File: config.mk
export PLATFORM = sky130hd
export DESIGN_NAME = value_to_pseudocolor_top
export DESIGN_NICKNAME = d
export VERILOG_FILES = /design/src/hdl/vtp_pkg.sv /design/src/hdl/vtp_index.sv /design/src/hdl/vtp_shade.sv /design/src/hdl/value_to_pseudocolor_top.sv
export SDC_FILE = /design/constraint.sdc
export NUM_CORES = 2
export LEC_CHECK = 0
export BUFFER_PORTS_ARGS = -buffer_cell sky130_fd_sc_hd__buf_2
export CAP_MARGIN = 0
export CORE_MARGIN = 4
export CORE_UTILIZATION = 35
export DETAILED_ROUTE_END_ITERATION = 8
export SYNTH_ARGS = -nofsm -noshare
export SYNTH_HDL_FRONTEND = slang
export SYNTH_HIERARCHICAL = 1
export SYNTH_SLANG_ARGS = --single-unit
File: constraint.sdc
create_clock -name clk -period 68 [get_ports clk]
set_input_delay 10.2 -clock clk [delete_from_list [all_inputs] [get_ports clk]]
set_output_delay 10.2 -clock clk [all_outputs]
set_load 0.03 [all_outputs]
File: src/hdl/vtp_pkg.sv
// Package for the value-to-pseudocolor block: register codes, config bundle, stage counts.
// No dependencies; imported by every module under hdl.
package vtp_pkg;

	localparam int KEY_SLOTS = 6;
	localparam int IDX_LAT   = 10;
	localparam int SHADE_LAT = 11;

	typedef logic [23:0] rgb_t;

	typedef enum logic [2:0] {
		REG_RANGE_LOW   = 3'd0,
		REG_RANGE_HIGH  = 3'd1,
		REG_PAL_SIZE    = 3'd2,
		REG_KEY_COUNT   = 3'd3,
		REG_KEY_PAIR_01 = 3'd4,
		REG_KEY_PAIR_23 = 3'd5,
		REG_KEY_PAIR_45 = 3'd6
	} reg_idx_t;

	// Settings derived from the registers, consumed by the color stages
	typedef struct packed {
		logic [8:0]                  per;
		logic [4:0][11:0]            bnd;
		logic [2:0]                  ivl;
		logic [7:0]                  last_idx;
		rgb_t [KEY_SLOTS-1:0]        keys;
		rgb_t                        last_key;
	} shade_cfg_t;

endpackage

File: src/hdl/vtp_index.sv
// Index pipeline: range compare, scale multiply and an 8-stage restoring divider.
// Depends on vtp_pkg.
module vtp_index #(
	parameter int SB = 32
) (
	input  logic                 clk,
	input  logic                 en,
	input  logic [31:0]          sample,
	input  logic signed [SB-1:0] lo,
	input  logic signed [SB-1:0] hi,
	input  logic [7:0]           m,
	input  logic [SB-1:0]        r,
	output logic [7:0]           n
);
	import vtp_pkg::*;

	localparam int PW = SB + 8;

	logic signed [SB-1:0] v;
	logic signed [SB:0]   dfull;

	logic          le_s1, ge_s1;
	logic [SB-1:0] d_s1;

	logic [PW-1:0] rem_s [0:8];
	logic [7:0]    quo_s [0:8];
	logic          le_s  [0:8];
	logic          ge_s  [0:8];

	assign v     = sample[SB-1:0];
	assign dfull = (SB+1)'(v) - (SB+1)'(lo);

	always_ff @(posedge clk) begin
		if (en) begin
			le_s1 <= (v <= lo);
			ge_s1 <= (v >= hi);
			d_s1  <= dfull[SB-1:0];
		end
	end

	always_ff @(posedge clk) begin
		if (en) begin
			rem_s[0] <= PW'(m) * PW'(d_s1);
			quo_s[0] <= '0;
			le_s[0]  <= le_s1;
			ge_s[0]  <= ge_s1;
		end
	end

	// one quotient bit per stage, most significant first
	for (genvar k = 0; k < 8; k++) begin : g_div
		logic [PW-1:0] dsh;
		logic          take;
		assign dsh  = PW'(r) << (7 - k);
		assign take = (rem_s[k] >= dsh);
		always_ff @(posedge clk) begin
			if (en) begin
				rem_s[k+1] <= take ? rem_s[k] - dsh : rem_s[k];
				quo_s[k+1] <= quo_s[k] | (take ? 8'(1) << (7 - k) : 8'd0);
				le_s[k+1]  <= le_s[k];
				ge_s[k+1]  <= ge_s[k];
			end
		end
	end

	assign n = le_s[8] ? 8'd0 : (ge_s[8] ? m : quo_s[8]);

endmodule

File: src/hdl/vtp_shade.sv
// Color pipeline: interval select, per-channel step multiply, divide by entries per interval.
// Depends on vtp_pkg; the last stage is the output register.
module vtp_shade (
	input  logic               clk,
	input  logic               en,
	input  logic [7:0]         n,
	input  vtp_pkg::shade_cfg_t cfg,
	output logic [7:0]         palette_index,
	output logic [7:0]         red,
	output logic [7:0]         green,
	output logic [7:0]         blue
);
	import vtp_pkg::*;

	logic [2:0]  cnt;
	logic [11:0] base;
	logic        fin;

	logic [7:0] n_s1, j_s1;
	logic [2:0] i_s1;
	logic       fin_s1;

	always_comb begin
		cnt = '0;
		for (int k = 1; k <= 5; k++) begin
			if (3'(k) <= cfg.ivl && 12'(n) >= cfg.bnd[k-1])
				cnt = cnt + 3'd1;
		end
		base = (cnt == 3'd0) ? 12'd0 : cfg.bnd[cnt - 3'd1];
		fin  = (cnt == cfg.ivl) || (n == cfg.last_idx);
	end

	always_ff @(posedge clk) begin
		if (en) begin
			n_s1   <= n;
			i_s1   <= cnt;
			j_s1   <= n - base[7:0];
			fin_s1 <= fin;
		end
	end

	logic [2:0] ka, kb;
	rgb_t       ca, cb;
	assign ka = (i_s1 <= 3'd4) ? i_s1 : 3'd0;
	assign kb = ka + 3'd1;
	assign ca = cfg.keys[ka];
	assign cb = cfg.keys[kb];

	logic [2:0][7:0]  ca_s [0:8];
	logic [2:0]       neg_s [0:8];
	logic [2:0][16:0] rem_s [0:8];
	logic [2:0][7:0]  quo_s [0:8];
	logic [7:0]       n_s   [0:8];
	logic             fin_s [0:8];

	// hold the magnitude of each channel step times position
	for (genvar c = 0; c < 3; c++) begin : g_ch
		logic [8:0] diff;
		logic [8:0] mag;
		assign diff = {1'b0, cb[8*c +: 8]} - {1'b0, ca[8*c +: 8]};
		assign mag  = diff[8] ? 9'd0 - diff : diff;
		always_ff @(posedge clk) begin
			if (en) begin
				ca_s[0][c]  <= ca[8*c +: 8];
				neg_s[0][c] <= diff[8];
				rem_s[0][c] <= 17'(mag[7:0]) * 17'(j_s1);
				quo_s[0][c] <= '0;
			end
		end
	end

	always_ff @(posedge clk) begin
		if (en) begin
			n_s[0]   <= n_s1;
			fin_s[0] <= fin_s1;
		end
	end

	for (genvar k = 0; k < 8; k++) begin : g_div
		logic [16:0] dsh;
		assign dsh = 17'(cfg.per) << (7 - k);
		for (genvar c = 0; c < 3; c++) begin : g_dch
			logic take;
			assign take = (rem_s[k][c] >= dsh);
			always_ff @(posedge clk) begin
				if (en) begin
					rem_s[k+1][c] <= take ? rem_s[k][c] - dsh : rem_s[k][c];
					quo_s[k+1][c] <= quo_s[k][c] | (take ? 8'(1) << (7 - k) : 8'd0);
				end
			end
		end
		always_ff @(posedge clk) begin
			if (en) begin
				ca_s[k+1]  <= ca_s[k];
				neg_s[k+1] <= neg_s[k];
				n_s[k+1]   <= n_s[k];
				fin_s[k+1] <= fin_s[k];
			end
		end
	end

	rgb_t col;
	always_comb begin
		for (int c = 0; c < 3; c++) begin
			col[8*c +: 8] = neg_s[8][c] ? ca_s[8][c] - quo_s[8][c]
			                            : ca_s[8][c] + quo_s[8][c];
		end
		if (fin_s[8])
			col = cfg.last_key;
	end

	always_ff @(posedge clk) begin
		if (en) begin
			palette_index <= n_s[8];
			red           <= col[23:16];
			green         <= col[15:8];
			blue          <= col[7:0];
		end
	end

endmodule

File: src/hdl/value_to_pseudocolor_top.sv
// 21 register stages; one sample per cycle while no finished result is stalled on out_ready.
// The 8-stage index divider and the 8-stage channel divider set the depth.
// The whole pipeline stalls only while a finished result waits on out_ready.
// Reset (arst_n low, asynchronous) empties the pipeline and loads the register defaults.
// Depends on vtp_pkg, vtp_index and vtp_shade.
module value_to_pseudocolor_top #(
	parameter int MAX_KEYS    = 6,
	parameter int MAX_COLORS  = 256,
	parameter int SAMPLE_BITS = 32
) (
	input  logic        clk,
	input  logic        arst_n,
	input  logic        psel,
	input  logic        penable,
	input  logic        pwrite,
	input  logic [5:0]  paddr,
	input  logic [63:0] pwdata,
	output logic [63:0] prdata,
	output logic        pready,
	input  logic        in_valid,
	output logic        in_ready,
	input  logic [31:0] sample,
	output logic        out_valid,
	input  logic        out_ready,
	output logic [7:0]  palette_index,
	output logic [7:0]  red,
	output logic [7:0]  green,
	output logic [7:0]  blue
);
	import vtp_pkg::*;

	localparam int SB  = SAMPLE_BITS;
	localparam int LAT = IDX_LAT + SHADE_LAT;

	logic [31:0] range_low_q, range_high_q;
	logic [8:0]  pal_size_q;
	logic [2:0]  key_count_q;
	logic [47:0] pair01_q, pair23_q, pair45_q;

	reg_idx_t ridx;
	logic     wr;
	assign ridx   = reg_idx_t'(paddr[5:3]);
	assign wr     = psel & penable & pwrite;
	assign pready = 1'b1;

	always_ff @(posedge clk or negedge arst_n) begin
		if (!arst_n) begin
			range_low_q  <= '0;
			range_high_q <= '0;
			pal_size_q   <= 9'd256;
			key_count_q  <= 3'd2;
			pair01_q     <= '0;
			pair23_q     <= '0;
			pair45_q     <= '0;
		end else if (wr) begin
			unique case (ridx)
				REG_RANGE_LOW:   range_low_q  <= pwdata[31:0];
				REG_RANGE_HIGH:  range_high_q <= pwdata[31:0];
				REG_PAL_SIZE:    pal_size_q   <= pwdata[8:0];
				REG_KEY_COUNT:   key_count_q  <= pwdata[2:0];
				REG_KEY_PAIR_01: pair01_q     <= pwdata[47:0];
				REG_KEY_PAIR_23: pair23_q     <= pwdata[47:0];
				REG_KEY_PAIR_45: pair45_q     <= pwdata[47:0];
				default: ;
			endcase
		end
	end

	always_comb begin
		unique case (ridx)
			REG_RANGE_LOW:   prdata = 64'(range_low_q);
			REG_RANGE_HIGH:  prdata = 64'(range_high_q);
			REG_PAL_SIZE:    prdata = 64'(pal_size_q);
			REG_KEY_COUNT:   prdata = 64'(key_count_q);
			REG_KEY_PAIR_01: prdata = 64'(pair01_q);
			REG_KEY_PAIR_23: prdata = 64'(pair23_q);
			REG_KEY_PAIR_45: prdata = 64'(pair45_q);
			default:         prdata = '0;
		endcase
	end

	// derived settings, refreshed every cycle from the registers
	logic [8:0]  size_c;
	logic [2:0]  keys_c, ivl_c;
	logic [8:0]  per_c;
	logic [16:0] mul3, mul5;
	rgb_t [KEY_SLOTS-1:0] keys_w;
	logic signed [SB-1:0] lo_c, hi_c;
	logic [SB:0] r_full;

	always_comb begin
		if (pal_size_q < 9'd2)
			size_c = 9'd2;
		else if (pal_size_q > 9'(MAX_COLORS))
			size_c = 9'(MAX_COLORS);
		else
			size_c = pal_size_q;
		if (key_count_q < 3'd2)
			keys_c = 3'd2;
		else if (key_count_q > 3'(MAX_KEYS))
			keys_c = 3'(MAX_KEYS);
		else
			keys_c = key_count_q;
		ivl_c = keys_c - 3'd1;
		mul3  = 17'(size_c) * 17'd171;
		mul5  = 17'(size_c) * 17'd205;
		// entries per interval by reciprocal, exact for sizes up to 256
		case (ivl_c)
			3'd1:    per_c = size_c;
			3'd2:    per_c = size_c >> 1;
			3'd3:    per_c = 9'(mul3 >> 9);
			3'd4:    per_c = size_c >> 2;
			3'd5:    per_c = 9'(mul5 >> 10);
			default: per_c = size_c;
		endcase
		keys_w = {pair45_q[47:24], pair45_q[23:0], pair23_q[47:24], pair23_q[23:0],
		          pair01_q[47:24], pair01_q[23:0]};
		lo_c   = range_low_q[SB-1:0];
		hi_c   = range_high_q[SB-1:0];
		r_full = (SB+1)'(hi_c) - (SB+1)'(lo_c);
	end

	shade_cfg_t           cfg_q;
	logic [8:0]           size_q;
	logic [SB-1:0]        r_q;

	always_ff @(posedge clk or negedge arst_n) begin
		if (!arst_n) begin
			cfg_q  <= '0;
			size_q <= '0;
			r_q    <= '0;
		end else begin
			cfg_q.per      <= per_c;
			for (int k = 0; k < 5; k++)
				cfg_q.bnd[k] <= 12'(per_c) * 12'(k + 1);
			cfg_q.ivl      <= ivl_c;
			cfg_q.last_idx <= 8'(size_c - 9'd1);
			cfg_q.keys     <= keys_w;
			cfg_q.last_key <= keys_w[ivl_c];
			size_q         <= size_c;
			r_q            <= r_full[SB-1:0];
		end
	end

	// advance everything unless a finished result is held
	logic           adv;
	logic [LAT-1:0] vld_q;
	assign adv       = ~vld_q[LAT-1] | out_ready;
	assign in_ready  = adv;
	assign out_valid = vld_q[LAT-1];

	always_ff @(posedge clk or negedge arst_n) begin
		if (!arst_n)
			vld_q <= '0;
		else if (adv)
			vld_q <= {vld_q[LAT-2:0], in_valid};
	end

	logic [7:0] n_w;

	// the compare stage reads the range registers directly
	vtp_index #(.SB(SB)) u_index (
		.clk    (clk),
		.en     (adv),
		.sample (sample),
		.lo     (lo_c),
		.hi     (hi_c),
		.m      (cfg_q.last_idx),
		.r      (r_q),
		.n      (n_w)
	);

	vtp_shade u_shade (
		.clk           (clk),
		.en            (adv),
		.n             (n_w),
		.cfg           (cfg_q),
		.palette_index (palette_index),
		.red           (red),
		.green         (green),
		.blue          (blue)
	);

`ifndef SYNTHESIS
	a_enter: assert property (@(posedge clk) disable iff (!arst_n)
		(in_valid && in_ready) |=> vld_q[0])
		else $error("accepted request did not enter the pipeline");
	a_hold: assert property (@(posedge clk) disable iff (!arst_n)
		!in_ready |=> $stable(vld_q))
		else $error("pipeline moved during a stall");
	a_per: assert property (@(posedge clk) disable iff (!arst_n)
		cfg_q.per <= size_q)
		else $error("entries per interval exceed palette size");
`endif

endmodule

==> results.tsv <==
stage	metric	value	unit
outcome	outcome	finished clean	
worst_setup_path	crit_family	buffers and inverters	
clocking	cts_sinks	1778	
sta	timing.final.crit_period	23.27	ns
synth	synth_edf_count	1297	
sta	max_freq	0.04297	GHz
final_layout	seqCellArea	50990	µm²
global_route	grt_util_met2	26.27	%
global_route	gr-usage-all-layers	16.55	%
sta	hold_viol	0	
place	dp_hpwl	210300	µm
global_route	met1_usage	23.43	%
drt	post_drt_wl_per_cell	18.77	µm
worst_setup_path	slowest_stage	buf_2	
sta	setup_viol	0	
global_route	busiest_layer	met2	
clocking	clk-insertion-delay-late	0.88	ns
worst_setup_path	slowest_delay	0.53	ns
final_layout	fin_nets	11880	
sta	maxSlewViolCount	0	
synth	synth_flop_cell	edfxtp_1	
worst_setup_path	critical_path_class	in -> out	
synth	synth_area	113900	µm²
synth	syn_area_per_cell	11.10	µm²
global_route	globalRouteMet3Util	2.184	%
sta	skew	0.08521	ns
synth	ys_types	100	
clocking	cts_tree	yes	
global_route	grt_antenna_before_repair	32	
worst_setup_path	worstPathBufferInverterCount	4	
floorplanning	rows	209	
global_route	grt_pass1_vias	75710	
worst_setup_path	crit_fanout	34	
place	placedInstanceArea	120000	µm²
worst_setup_path	cp.required	57.80	ns
job	drv_cap	0	
floorplanning	core_area	324000	µm²
synth	syn_inst	10260	
synth	ys_warn_count	6	
drt	drt_first_pass_iters	6	
sta	fin_crit_sh	34.22	%
sta	tightest_slew	1.321	ns
global_route	grt_max_degree	185	
worst_setup_path	cp-end-kind	output port	
drt	postRouteAntennaNets	0	
min_path	min_to	u_shade/fin_s[1][0]$_DFFE_PP_	
worst_setup_path	r2r_start	u_shade/i_s1[1]$_DFFE_PP_	
place	numPortBuffers	171	
floorplanning	die_h	578.5	µm
clocking	clkSlewWorstSetupHoldPaths	0.06	ns
clocking	htree_levels	4	
worst_setup_path	cp_data_arrival_time	13.07	ns
worst_setup_path	r2r_end	u_shade/rem_s[0][15]$_DFFE_PP_	
sta	maxSlewHeadroom	10.97	%
drt	wirelength	280600	µm
worst_setup_path	worstPathCellList	buf_2 -> buf_4 -> nand2b_1 -> nor2_2 -> buf_4 -> nand2_1 -> o21ai_0 -> buf_2	
clocking	root_buffer	clkbuf_16	
clocking	post-cts-setup-buffers	0	
floorplanning	start_util	35.16	%
worst_setup_path	reg2reg_depth	35	
drt	vias	76600	
global_route	grt_pass1_wl	438000	µm
sta	tns	0	ns
drt	drt_iter0_drc	5215	
worst_setup_path	r2r_setup_slack	57.90	ns
final_layout	multi_input_comb_area	58260	µm²
floorplanning	die_w	578.5	µm
final_layout	drive_gt1_share	10.26	%
clocking	cts_buffers	193	
synth	seq_area_frac_synth	44.76	%
place	gp_congestion	0.9018	
final_layout	final_common_cell	edfxtp_1	
final_layout	final_area	126400	µm²
synth	ys_seq_elements	1778	
global_route	grt-ovfl-total	0	
clocking	clk_path_buf_depth	4	
worst_setup_path	start_kind	primary input	
final_layout	areaGrowthSynthToFinish	10.94	%
floorplanning	ios	208	
min_path	min_path_type	reg -> reg	
final_layout	most-common-layout-cells	edfxtp_1 (1,297), inv_1 (963), ha_1 (953)	
drt	vias_per_cell	5.125	
min_path	min_from	u_shade/fin_s[0][7]$_DFFE_PP_	
final_layout	fillers	31210	
clocking	post_cts_resized	0	
synth	async_flop_share	27.05	%
floorplanning	die-area	334600	µm²
drt	post-route-drc-count	0	
final_layout	utilization	39.00	%
clocking	cts_hold_buf	0	
min_path	min_path_cells	0	
sta	rsz0062_at_grt	no	
## layer usage
metal | routed length [µm] | vias up
met2 | 125000 | 1808
li1 | - | 37160
met3 | 14210 | 465
met4 | 9905 | 12
met5 | 69 | -
met1 | 131500 | 37160
## per-stage QoR
| step | worst slack (ns) | hold WS, ns | std cells |
|---|---|---|---|
| global route | 44.63 | 0.3936 | 14940 |
| CTS | 44.84 | 0.3822 | 14930 |
| finish | 44.73 | 0.3838 | 14950 |
| floorplan | 12.24 | 0.3807 | 10290 |
| detailed placement | 44.85 | 0.4045 | 14590 |
| global placement | 44.85 | 0.4004 | 14590 |
## Yosys cell counts (all sizes together) (27+ instances only)
master  instances  share of area [%]
o31ai          84               0.55
buf            84               0.37
inv           968                3.2
nor2b         255                1.4
nand3         107               0.47
and3           49               0.27
mux2          322                3.2
a21boi         58               0.38
xor2          253                1.9
edfxtp       1297                 34
or2            30               0.16
nor3          144               0.64
clkbuf        223               0.73
o21ai         556                2.4
a221oi         27               0.21
nor4           75               0.42
nand4          95               0.52
ha            953                 10
fa            356                6.3
nor2          501                1.7
a211oi         77               0.54
o211ai         37               0.25
o21bai         51               0.34
a21oi         592                2.6
dfrtp         479                 11
and2          261                1.4
nand2b        144               0.79
mux2i         152                1.3
a21o          275                1.8
or3            49               0.27
o22ai          35               0.19
o21a           90               0.59
mux4           76                1.5
a31oi          65               0.36
nand2         736                2.4
xnor2         363                2.8
## how the worst max path moves through the flow
stage,from,end,slack [ns],cells past startpoint
2_1_floorplan,out_ready,in_ready,12.24,2
3_3_place_gp,paddr[4],prdata[28],44.85,8
3_5_place_dp,paddr[4],prdata[29],44.85,8
4_1_cts,paddr[4],prdata[29],44.84,8
5_1_grt,paddr[4],prdata[29],44.63,8
6_report,paddr[4],prdata[29],44.73,8
## flip-flops by register name, indices dropped and copies added, names as in the netlist, 36 cells and up
name	cells
pair01_q	48
u_shade/rem_s	405
u_shade/ca_s	216
u_index/quo_s	36
pair23_q	48
cfg_q	208
u_shade/quo_s	108
u_index/rem_s	320
pair45_q	48
u_shade/n_s	72
## logic make-up after synthesis
kind of cell / synth area share [%]
compound gates: 12.13
xor+xnor: 4.757
fa+ha+maj: 16.72
buf+inv: 4.301
flops: 44.76
mux: 6.022
other cells: 0.006593
simple gates: 11.30
## worst register-to-register path, delay by kind of cell, from the launching register on
| kind | cells | cell delay (ns) |
|---|---|---|
| adder cells (fa/ha/maj) | 8 | 3.45 |
| AO/OA/AOI/OAI | 13 | 3.09 |
| flip-flops | 1 | 0.35 |
| AND/OR/NAND/NOR | 3 | 0.40 |
| XOR/XNOR | 2 | 0.88 |
| multiplexers | 1 | 0.33 |
| buffers and inverters | 8 | 1.37 |
## area by class of cell
class	count	share of cell area, %
tap	4325	4.282
antenna	14	0.02772
clock inverter	101	0.8059
clock buffer	244	4.193
timing repair buffer	279	1.356
inverter	970	2.881
multi-input combinational	7236	46.11
sequential	1778	40.35
Power is left out: the tool's default activity adds up to more than one toggle a clock period on the data nets, which glitch-free logic cannot reach.
